### src/rtl/core/fefa_pkg.sv
package fefa_pkg;

    // Limit on pairs per distribution before the result is forced to all ones
    localparam int unsigned MAX_STATES = 256;

    localparam int unsigned OPA_W  = 16;
    localparam int unsigned OPB_W  = 21;
    localparam int unsigned PROD_W = OPA_W + OPB_W;
    localparam int unsigned LOG_W  = 19;
    localparam int unsigned SUM_W  = 50;
    localparam int unsigned CNT_W  = 13;
    localparam int unsigned OUT_W  = 32;

    localparam logic [15:0]       Q_ONE       = 16'd32768;
    localparam logic [LOG_W:0]    LOG2_MAX    = 20'(15 * 32768);
    localparam logic [OPB_W-1:0]  KL_PENALTY  = 21'(1 << 20);
    localparam logic [CNT_W-1:0]  COUNT_MAX   = 13'h1FFF;
    localparam logic [CNT_W-1:0]  STATE_LIMIT = CNT_W'(MAX_STATES);
    localparam logic [SUM_W-1:0]  SUM_MAX     = '1;
    localparam logic [OUT_W-1:0]  OUT_MAX     = 32'hFFFF_FFFF;

    typedef enum logic [2:0] {
        S_IDLE,
        S_LOGQ,
        S_LOGP,
        S_DIFF,
        S_KL,
        S_ENT,
        S_ACC,
        S_EMIT
    } t_state;

    // Pieces of one log2 evaluation: integer part plus segment base, and the
    // interpolation operands for the shared multiplier
    typedef struct packed {
        logic [LOG_W-1:0] base;
        logic [13:0]      span;
        logic [12:0]      rem;
    } t_log_parts;

    // Breakpoints of the four-segment correction curve, Q15
    function automatic logic [14:0] seg_point(input logic [2:0] idx);
        logic [14:0] v;
        case (idx)
            3'd0:    v = 15'd0;
            3'd1:    v = 15'd10549;
            3'd2:    v = 15'd19167;
            3'd3:    v = 15'd26462;
            default: v = 15'd0;
        endcase
        // The top breakpoint 32768 does not fit 15 bits; it is handled as span
        return v;
    endfunction

endpackage

### src/rtl/core/fefa_if.sv
interface fefa_in_if;
    logic        valid;
    logic        ready;
    logic [15:0] q_prob;
    logic [15:0] p_prob;
    logic        last_state;

    modport source (output valid, output q_prob, output p_prob, output last_state,
                    input ready);
    modport sink   (input valid, input q_prob, input p_prob, input last_state,
                    output ready);
endinterface

interface fefa_out_if;
    logic        valid;
    logic        ready;
    logic [31:0] free_energy;
    logic        too_many_states;

    modport source (output valid, output free_energy, output too_many_states,
                    input ready);
    modport sink   (input valid, input free_energy, input too_many_states,
                    output ready);
endinterface

### src/rtl/core/fixed_point_free_energy_accumulator_unit.sv
// Streaming free-energy accumulator: each (q, p) word adds the KL term
// q*(max(log2 q - log2 p, 0) + penalty when p is zero) and the entropy term
// q*(15 - log2 q) into a 50-bit Q20.30 sum, with log2 by Mitchell's method and
// a four-segment correction. Ready stays low from one acceptance until the
// pair is summed, so no new pair is taken meanwhile: one shared 16x21
// multiplier is used four times in sequence (two log interpolations, then the
// two weighting products), each followed by a register. A pair marked last
// then passes through a state that loads the result register, waiting there
// while that register still holds an untaken word. The result is the sum
// shifted right by 15, saturated to 32 bits, or all ones with too_many_states
// set when more than MAX_STATES pairs came in; the sum and count then clear.
module fixed_point_free_energy_accumulator_unit (
    input  logic        i_clk,
    input  logic        i_rst_n,
    fefa_in_if.sink     i_in,
    fefa_out_if.source  o_out
);
    import fefa_pkg::*;

    t_state            r_state;
    t_state            n_state;

    logic [15:0]       r_q;
    logic [15:0]       r_p;
    logic              r_last;
    logic [CNT_W-1:0]  r_count;
    logic [SUM_W-1:0]  r_sum;
    logic [LOG_W-1:0]  r_lbase;
    logic [LOG_W-1:0]  r_lq;
    logic [LOG_W-1:0]  r_lp;
    logic              r_out_valid;
    logic [OUT_W-1:0]  r_out_fe;
    logic              r_out_tms;

    logic              accept;
    logic              out_free;
    logic [15:0]       log_in;
    t_log_parts        log_parts;
    logic [OPA_W-1:0]  mul_a;
    logic [OPB_W-1:0]  mul_b;
    logic [PROD_W-1:0] prod;
    logic [LOG_W-1:0]  interp;
    logic [LOG_W-1:0]  diff;
    logic [SUM_W:0]    sum_ext;
    logic [SUM_W-16:0] sum_shr;
    logic              do_acc;
    logic              do_emit;

    fefa_log2 u_log2 (
        .i_n     (log_in),
        .o_parts (log_parts)
    );

    fefa_mul u_mul (
        .i_clk  (i_clk),
        .i_a    (mul_a),
        .i_b    (mul_b),
        .o_prod (prod)
    );

    assign accept   = i_in.valid && i_in.ready;
    assign out_free = !r_out_valid || o_out.ready;
    assign interp   = LOG_W'(prod >> 13);
    assign diff     = (r_lq > r_lp) ? (r_lq - r_lp) : '0;
    assign sum_ext  = {1'b0, r_sum} + (SUM_W + 1)'(prod);
    assign sum_shr  = r_sum[SUM_W-1:15];

    // Next state
    always_comb begin
        n_state = r_state;
        case (r_state)
            S_IDLE: begin
                if (accept) begin
                    n_state = S_LOGQ;
                end
            end
            S_LOGQ: n_state = S_LOGP;
            S_LOGP: n_state = S_DIFF;
            S_DIFF: n_state = S_KL;
            S_KL:   n_state = S_ENT;
            S_ENT:  n_state = S_ACC;
            S_ACC:  n_state = r_last ? S_EMIT : S_IDLE;
            S_EMIT: begin
                if (out_free) begin
                    n_state = S_IDLE;
                end
            end
            default: n_state = S_IDLE;
        endcase
    end

    // Control and shared-unit operand selection
    always_comb begin
        i_in.ready = 1'b0;
        log_in     = r_q;
        mul_a      = '0;
        mul_b      = '0;
        do_acc     = 1'b0;
        do_emit    = 1'b0;
        case (r_state)
            S_IDLE: i_in.ready = 1'b1;
            S_LOGQ: begin
                log_in = r_q;
                mul_a  = OPA_W'(log_parts.span);
                mul_b  = OPB_W'(log_parts.rem);
            end
            S_LOGP: begin
                log_in = r_p;
                mul_a  = OPA_W'(log_parts.span);
                mul_b  = OPB_W'(log_parts.rem);
            end
            S_KL: begin
                mul_a = r_q;
                mul_b = OPB_W'(diff) + ((r_p == 16'd0) ? KL_PENALTY : '0);
            end
            S_ENT: begin
                mul_a  = r_q;
                mul_b  = OPB_W'(LOG2_MAX - (LOG_W + 1)'(r_lq));
                do_acc = 1'b1;
            end
            S_ACC:  do_acc = 1'b1;
            S_EMIT: do_emit = out_free;
            default: ;
        endcase
    end

    always_ff @(posedge i_clk) begin
        if (!i_rst_n) begin
            r_state <= S_IDLE;
        end else begin
            r_state <= n_state;
        end
    end

    // Pair capture, log results and running sum
    always_ff @(posedge i_clk) begin
        if (!i_rst_n) begin
            r_count <= '0;
            r_sum   <= '0;
        end else begin
            if (accept) begin
                r_q    <= (i_in.q_prob > Q_ONE) ? Q_ONE : i_in.q_prob;
                r_p    <= (i_in.p_prob > Q_ONE) ? Q_ONE : i_in.p_prob;
                r_last <= i_in.last_state;
                if (r_count < COUNT_MAX) begin
                    r_count <= r_count + 1'b1;
                end
            end
            if (r_state == S_LOGQ) begin
                r_lbase <= log_parts.base;
            end
            if (r_state == S_LOGP) begin
                r_lq    <= r_lbase + interp;
                r_lbase <= log_parts.base;
            end
            if (r_state == S_DIFF) begin
                r_lp <= r_lbase + interp;
            end
            if (do_acc) begin
                r_sum <= sum_ext[SUM_W] ? SUM_MAX : sum_ext[SUM_W-1:0];
            end
            if (do_emit) begin
                r_sum   <= '0;
                r_count <= '0;
            end
        end
    end

    // Result register
    always_ff @(posedge i_clk) begin
        if (!i_rst_n) begin
            r_out_valid <= 1'b0;
        end else begin
            if (do_emit) begin
                r_out_valid <= 1'b1;
                if (r_count > STATE_LIMIT) begin
                    r_out_fe  <= OUT_MAX;
                    r_out_tms <= 1'b1;
                end else begin
                    r_out_fe  <= (|sum_shr[SUM_W-16:OUT_W]) ? OUT_MAX : sum_shr[OUT_W-1:0];
                    r_out_tms <= 1'b0;
                end
            end else if (o_out.ready) begin
                r_out_valid <= 1'b0;
            end
        end
    end

    assign o_out.valid           = r_out_valid;
    assign o_out.free_energy     = r_out_fe;
    assign o_out.too_many_states = r_out_tms;

endmodule

### src/rtl/core/fefa_log2.sv
module fefa_log2 (
    input  logic [15:0]         i_n,
    output fefa_pkg::t_log_parts o_parts
);
    import fefa_pkg::*;

    logic [3:0]  top;
    logic [15:0] resid;
    logic [15:0] shifted;
    logic [14:0] frac;
    logic [1:0]  seg;
    logic [15:0] pt_a;
    logic [15:0] pt_b;

    // Highest set bit; 0 and 1 both give top = 0 and a zero fraction
    always_comb begin
        top = 4'd0;
        for (int i = 1; i < 16; i++) begin
            if (i_n[i]) begin
                top = 4'(i);
            end
        end
    end

    always_comb begin
        resid   = i_n & ~(16'd1 << top);
        shifted = resid << (4'd15 - top);
        frac    = shifted[14:0];
        seg     = frac[14:13];
        pt_a    = {1'b0, seg_point({1'b0, seg})};
        // upper breakpoint of the last segment is 1.0 in Q15
        if (seg == 2'd3) begin
            pt_b = Q_ONE;
        end else begin
            pt_b = {1'b0, seg_point({1'b0, seg} + 3'd1)};
        end
        o_parts.base = {top, 15'd0} + LOG_W'(pt_a);
        o_parts.span = 14'(pt_b - pt_a);
        o_parts.rem  = frac[12:0];
    end

endmodule

### src/rtl/core/fefa_mul.sv
module fefa_mul (
    input  logic                           i_clk,
    input  logic [fefa_pkg::OPA_W-1:0]     i_a,
    input  logic [fefa_pkg::OPB_W-1:0]     i_b,
    output logic [fefa_pkg::PROD_W-1:0]    o_prod
);
    import fefa_pkg::*;

    logic [PROD_W-1:0] r_prod;

    always_ff @(posedge i_clk) begin
        r_prod <= PROD_W'(i_a) * PROD_W'(i_b);
    end

    assign o_prod = r_prod;

endmodule
### src/flat_wrapper.sv
// flat-port wrapper written by rule: the top's interface ports become plain ports
module fixed_point_free_energy_accumulator_unit_flat import fefa_pkg::*;
  (i_clk, i_rst_n, i_in_valid, i_in_q_prob, i_in_p_prob, i_in_last_state, i_in_ready, o_out_valid, o_out_free_energy, o_out_too_many_states, o_out_ready);
  fefa_in_if i_in_i ();
  fefa_out_if o_out_i ();
  input  logic i_clk;
  input  logic i_rst_n;
  input wire logic [$bits(i_in_i.valid)-1:0] i_in_valid;
  input wire logic [$bits(i_in_i.q_prob)-1:0] i_in_q_prob;
  input wire logic [$bits(i_in_i.p_prob)-1:0] i_in_p_prob;
  input wire logic [$bits(i_in_i.last_state)-1:0] i_in_last_state;
  output wire logic [$bits(i_in_i.ready)-1:0] i_in_ready;
  output wire logic [$bits(o_out_i.valid)-1:0] o_out_valid;
  output wire logic [$bits(o_out_i.free_energy)-1:0] o_out_free_energy;
  output wire logic [$bits(o_out_i.too_many_states)-1:0] o_out_too_many_states;
  input wire logic [$bits(o_out_i.ready)-1:0] o_out_ready;
  assign i_in_i.valid = i_in_valid;
  assign i_in_i.q_prob = i_in_q_prob;
  assign i_in_i.p_prob = i_in_p_prob;
  assign i_in_i.last_state = i_in_last_state;
  assign i_in_ready = i_in_i.ready;
  assign o_out_valid = o_out_i.valid;
  assign o_out_free_energy = o_out_i.free_energy;
  assign o_out_too_many_states = o_out_i.too_many_states;
  assign o_out_i.ready = o_out_ready;
  fixed_point_free_energy_accumulator_unit u_core (.i_clk(i_clk), .i_rst_n(i_rst_n), .i_in(i_in_i), .o_out(o_out_i));
endmodule
### config.mk
export PLATFORM = sky130hd
export DESIGN_NAME = fixed_point_free_energy_accumulator_unit_flat
export DESIGN_NICKNAME = d
export VERILOG_FILES = /design/src/rtl/core/fefa_pkg.sv /design/src/rtl/core/fefa_if.sv /design/src/rtl/core/fixed_point_free_energy_accumulator_unit.sv /design/src/rtl/core/fefa_log2.sv /design/src/rtl/core/fefa_mul.sv /design/src/flat_wrapper.sv
export SDC_FILE = /design/constraint.sdc
export NUM_CORES = 1
export LEC_CHECK = 0
export BUFFER_PORTS_ARGS = -buffer_cell sky130_fd_sc_hd__buf_2
export CAP_MARGIN = 20
export CORE_MARGIN = 5
export CORE_UTILIZATION = 59
export CTS_CLUSTER_DIAMETER = 120
export DETAILED_ROUTE_END_ITERATION = 6
export PLACE_DENSITY_LB_ADDON = 0.25
export SETUP_SLACK_MARGIN = 0.02
export SLEW_MARGIN = 10
export SYNTH_ARGS = -nofsm -noshare
export SYNTH_HDL_FRONTEND = slang
export SYNTH_HIERARCHICAL = 1
export SYNTH_SLANG_ARGS = --single-unit
### constraint.sdc
create_clock -name i_clk -period 13 [get_ports i_clk]
set_input_delay 3.9 -clock i_clk [delete_from_list [all_inputs] [get_ports i_clk]]
set_output_delay 3.9 -clock i_clk [all_outputs]
set_load 0.1 [all_outputs]
==> reports/results.ini, run 1 <==
[detailed_routing]
drt_iter0_markers=1589
vias=19915
top_layer=met4
met1Wirelength_mm=28.9
routed_via_density=6.04
first_pass_iters=5
drtAntennaViolNets=0
dr_wl_met2_mm=31.1
dr_wl_met3_mm=5.28
drcViolationCount=0
wl_per_cell_um=20.6
routed_wl_mm=67.8

[timing]
finalHoldViolCount=0
max_freq_mhz=89.1
slew_headroom=0.185
timing.final.crit_share=0.863
worst_slack_ps=1780
drv_slew=0
rsz0062_at_grt=no
finalClockSkew_ps=38.2
finalSetupViolCount=0
period_minus_slack_ps=11220
tns_ps=0
holdWs_ps=486
worstMarginPinSlew_ps=1220

[floorplanning]
die_w_um=215
die-height_um=215
coreArea_mm2=0.0419
start_util=0.595
num_rows=75
dieArea_mm2=0.0464
io_pins=72

[critical_path]
cp_num_buf_inv=5
worstPathArrival_ps=11660
cp-end-kind=register
required_ps=13440
crit_top_cell=fa_1
cp-start-kind=register
setup.worst_path.class=reg2reg
cpLargestDelayFamily=adder cells
cp_slowest_cell=a22o_1
path_max_fanout=21
critPathMaxStageDelay_ps=820

[placed_design]
dpl_cell_area_mm2=0.0255
globalplace.congestion=0.990
post-dp-hpwl_mm=52.7
port_buffers=71
pre_cts_ws_ps=1950

[cells_and_area]
drive_above_1_share=0.0911
multiInputGateArea_mm2=0.0171
final_common_cell=inv_1
syn_to_final_growth_pct=6.23
final_util=0.632
final_cell_mix=inv_1, nand2_1, fa_1
fillers=3506
antenna_cells=0
regArea_mm2=0.00578
final_cell_area_mm2=0.0264
nets=3233

[run_status]
outcome=finished clean

[power_and_ir_drop]
peakVddDrop_uv=99.5
p_per_area_mw_per_mm2=105
cellLeakagePower_uw=0.0122

[yosys]
synth-seq-cells=227
synth_edf_count=123
synthArstFlopShare=0
syn_avg_cell_area_um2=9.08
yosysWarnings=6
synth.yosys.seq_area_share=0.232
syn_inst=2742
ys_types=101
netlist_area_mm2=0.0249
synthFlopType=edfxtp_1

[clocking]
cts.hold.buffers_added=0
htree_levels=1
cts_tree=done
postCtsSetupBuffers=0
cts_buffer_depth=3
cts_sinks=227
clk_pin_slew_ps=60
clock_latency_ps=580
cts_buffers=27
cts_resized=0
root_buffer=clkbuf_16

[grt]
grt_overflow=0
grtUsageTotal=0.290
grt_first_pass_wirelength_mm=109
grt_max_degree=72
antenna_found_initial=1
grt_pass1_vias=20102

[min_path]
hold_path.class=reg2reg

[run]
drv_cap=0

==> where the power goes <==
group          total (uW)  switching [uW]  internal (uW)
clock network         738             313            425
registers             882            47.5            835
logic                1160             761            394
total                2780            1120           1650
==> layer usage <==
layer  up-vias  track usage
met1      9736        0.403
met3       158       0.0404
met5         -            0
met4         0       0.0977
li1       9182            -
met2       839        0.474
==> final cells by class <==
| type | instances | share of cell area |
|---|---|---|
| clock inverter | 16 | 0.00544 |
| inverter | 384 | 0.0545 |
| clock buffer | 34 | 0.0277 |
| tap | 539 | 0.0255 |
| timing repair buffer | 99 | 0.0220 |
| multi-input combinational | 1996 | 0.647 |
| sequential | 227 | 0.218 |
==> worst register-to-register path: cells and delay by family, from the launching register on <==
kind                       cells  cell delay, ps
AOI/OAI and AO/OA              9            2930
and+or+nand+nor                9            2500
buffers and inverters          5             660
DFF                            1             530
muxes                          1             470
xor gates and xnor gates       1             160
adders and majority gates      8            3840
==> metrics by stage <==
stage / instances / power, uW
3_5_place_dp: 3243 / 2020
4_1_cts: 3293 / 2770
6_report: 3295 / 2780
2_1_floorplan: 2743 / 1690
3_3_place_gp: 3243 / 2000
5_1_grt: 3295 / 2940
==> flip-flops by register name, summed over array words and instances, names as in the netlist, 3 cells and up <==
signal                    count
u_core/r_sum                 50
u_core/u_mul/o_prod          37
u_core/o_out.free_energy     32
u_core/r_lbase               19
u_core/r_lp                  19
u_core/r_lq                  19
u_core/r_p                   16
u_core/r_q                   16
u_core/r_count               13
u_core/r_state                3
==> cell families (layout without fill, tap and decap cells) <==
logic type | Yosys count | in the layout | share of synthesized area
and+or+nand+nor | 841 | 841 | 0.170
buffers and inverters | 520 | 533 | 0.0832
adders and majority gates | 461 | 461 | 0.312
AOI/OAI and AO/OA | 541 | 541 | 0.147
other | 1 | 2 | 0.000151
DFF | 227 | 227 | 0.232
xor gates and xnor gates | 128 | 128 | 0.0450
muxes | 23 | 23 | 0.0103
==> Yosys cell counts, types with 36 or more instances <==
master | number | area share
a21oi_1 | 118 | 0.024
xnor2_1 | 70 | 0.025
edfxtp_1 | 123 | 0.15
or2_2 | 36 | 0.0090
nand3_1 | 45 | 0.0090
o21ai_0 | 107 | 0.022
nand2_1 | 304 | 0.046
clkbuf_1 | 103 | 0.016
inv_1 | 383 | 0.058
dfxtp_1 | 104 | 0.084
xor2_1 | 58 | 0.020
ha_1 | 194 | 0.097
a21o_1 | 58 | 0.017
fa_1 | 267 | 0.21
nor2_1 | 103 | 0.016
and2_1 | 150 | 0.038
a31oi_1 | 44 | 0.011
nor2b_1 | 45 | 0.011
==> final timing paths <==
path,from,end,slack (ps),cells past startpoint
max reg2reg,u_core/r_state[1],u_core/u_mul/o_prod[35],1780,33
min reg2reg,u_core/r_sum[49],u_core/r_sum[49],490,1
max,u_core/r_state[1],u_core/u_mul/o_prod[35],1780,33
min,u_core/r_sum[49],u_core/r_sum[49],490,1
No activity file was read; power rests on OpenSTA's default activity.
==> inputs of run 2 (changes only) <==
--- a/config.mk
+++ b/config.mk
@@ -9,6 +9,7 @@
 export CAP_MARGIN = 20
 export CORE_MARGIN = 5
 export CORE_UTILIZATION = 59
+export CTS_BUF_LIST = sky130_fd_sc_hd__clkbuf_4 sky130_fd_sc_hd__clkbuf_8
 export CTS_CLUSTER_DIAMETER = 120
 export DETAILED_ROUTE_END_ITERATION = 6
 export PLACE_DENSITY_LB_ADDON = 0.25
==> reports/results.ini, run 2 (same netlist as run 1, synthesis figures left out) <==
[critical_path]
cp-start-kind=register
cp-end-kind=register
crit_top_cell=fa_1
reg2reg_depth=33
cp_slowest_cell=a22o_1
worstPathArrival_ps=11710
required_ps=13470
regToRegSetupSlack_ps=1760
timing.rr.end=u_core/u_mul/o_prod[35]
path_max_fanout=21
setup.worst_path.class=reg2reg
crit-reg2reg-launch=u_core/r_state[0]
critPathMaxStageDelay_ps=820

[detailed_routing]
first_pass_iters=6
routed_wl_mm=68.1
wl_per_cell_um=20.5
vias=19863
routed_via_density=5.98
drtAntennaViolNets=0
drt_iter0_markers=1572
drcViolationCount=0

[floorplanning]
start_util=0.595
coreArea_mm2=0.0419
die-height_um=215
dieArea_mm2=0.0464
num_rows=75
die_w_um=215
io_pins=72

[min_path]
whs_path_depth=1
hold_path.class=reg2reg
hold_path_end=u_core/r_sum[49]
min-delay-start=u_core/r_sum[49]

[placed_design]
port_buffers=71
globalplace.congestion=0.990
pre_cts_ws_ps=1950
post-dp-hpwl_mm=52.7

[power_and_ir_drop]
combPwrFrac=0.413
peakVddDrop_uv=75.4
power_frac_seq=0.315
internal_power_uw=1680
cellLeakagePower_uw=0.0123
switching_power_uw=1120
clock_power_share=0.272
p_per_area_mw_per_mm2=106
swShare=0.399

[timing]
timing.final.crit_share=0.865
worstMarginPinSlew_ps=1210
finalClockSkew_ps=36.9
slew_headroom=0.195
holdWs_ps=490
worst_slack_ps=1760
tns_ps=0
period_minus_slack_ps=11240
finalSetupViolCount=0
rsz0062_at_grt=no
finalHoldViolCount=0
max_freq_mhz=89.0
drv_slew=0

[clocking]
cts_buffer_depth=3
htree_levels=2
cts_buffers=41
cts_resized=0
clk_pin_slew_ps=60
root_buffer=clkbuf_8
postCtsSetupBuffers=0
cts.hold.buffers_added=0
cts_sinks=227
cts_tree=done
clock_latency_ps=620

[grt]
grtUsageTotal=0.293
grt_first_pass_wirelength_mm=109
grt_max_degree=72
grt_pass1_vias=20165
grt_overflow=0
antenna_found_initial=1

[cells_and_area]
multiInputGateArea_mm2=0.0171
final_util=0.633
regArea_mm2=0.00578
largest_reg_flops=50
final_cell_mix=inv_1, nand2_1, fa_1
fillers=3511
drive_above_1_share=0.100
nets=3247
syn_to_final_growth_pct=6.46
regMostFlops=u_core/r_sum
final_common_cell=inv_1

[run_status]
outcome=finished clean

[run]
drv_cap=0

## run 2: cell count changes in the layout (fill, tap and decap cells not counted), sizes merged
cell	delta
clkbuf	+22
inv	-5
diode	+1
bufinv	+4
clkinv	+5
clkinvlp	-1
## run 2: routing by layer
layer | vias up | share of wire | track usage
li1 | 9213 | - | -
met1 | 9683 | 0.43 | 0.403
met2 | 814 | 0.46 | 0.477
met3 | 153 | 0.077 | 0.0464
met4 | 0 | 0.034 | 0.100
met5 | - | 0 | 0
## run 2: metrics by stage
stage	total power, uW	std cells	cell area, um2
after floorplan	1690	2743	24900
after global placement	2000	3243	25500
after detailed placement	2020	3243	25500
after CTS	2800	3318	26500
after global routing	2970	3321	26500
final	2800	3321	26500
## run 2: layout make-up
class                      count  area share
clock inverter                19     0.00864
multi-input combinational   1996       0.645
inverter                     384      0.0544
clock buffer                  56      0.0265
tap                          539      0.0254
sequential                   227       0.218
antenna                        1   0.0000944
timing repair buffer          99      0.0219
## run 2: worst max-delay path by stage
stage                               to  cells after the start  slack [ps]               from
2_1_floorplan  u_core/u_mul/o_prod[35]                     38        2980  u_core/r_state[1]
3_3_place_gp   u_core/u_mul/o_prod[35]                     33        2250  u_core/r_state[0]
3_5_place_dp   u_core/u_mul/o_prod[35]                     33        1950  u_core/r_state[1]
4_1_cts        u_core/u_mul/o_prod[35]                     33        1860  u_core/r_state[1]
5_1_grt        u_core/u_mul/o_prod[35]                     33        1180  u_core/r_state[1]
6_report       u_core/u_mul/o_prod[35]                     33        1760  u_core/r_state[0]
## run 2: worst max-delay path: cells and delay by family (launching register included)
kind	cells	cell delay (ps)
buf+inv	5	640
simple gates	9	2580
compound gates	9	2920
xor+xnor	1	170
fa+ha+maj	8	3850
mux	1	450
flops	1	440
## run 2: power groups by stage
stage / logic, uW / registers (uW) / clock network [uW]
2_1_floorplan: 822 / 869 / 0
3_3_place_gp: 1110 / 896 / 0
3_5_place_dp: 1130 / 897 / 0
4_1_cts: 1130 / 882 / 781
5_1_grt: 1270 / 885 / 812
6_report: 1160 / 882 / 762
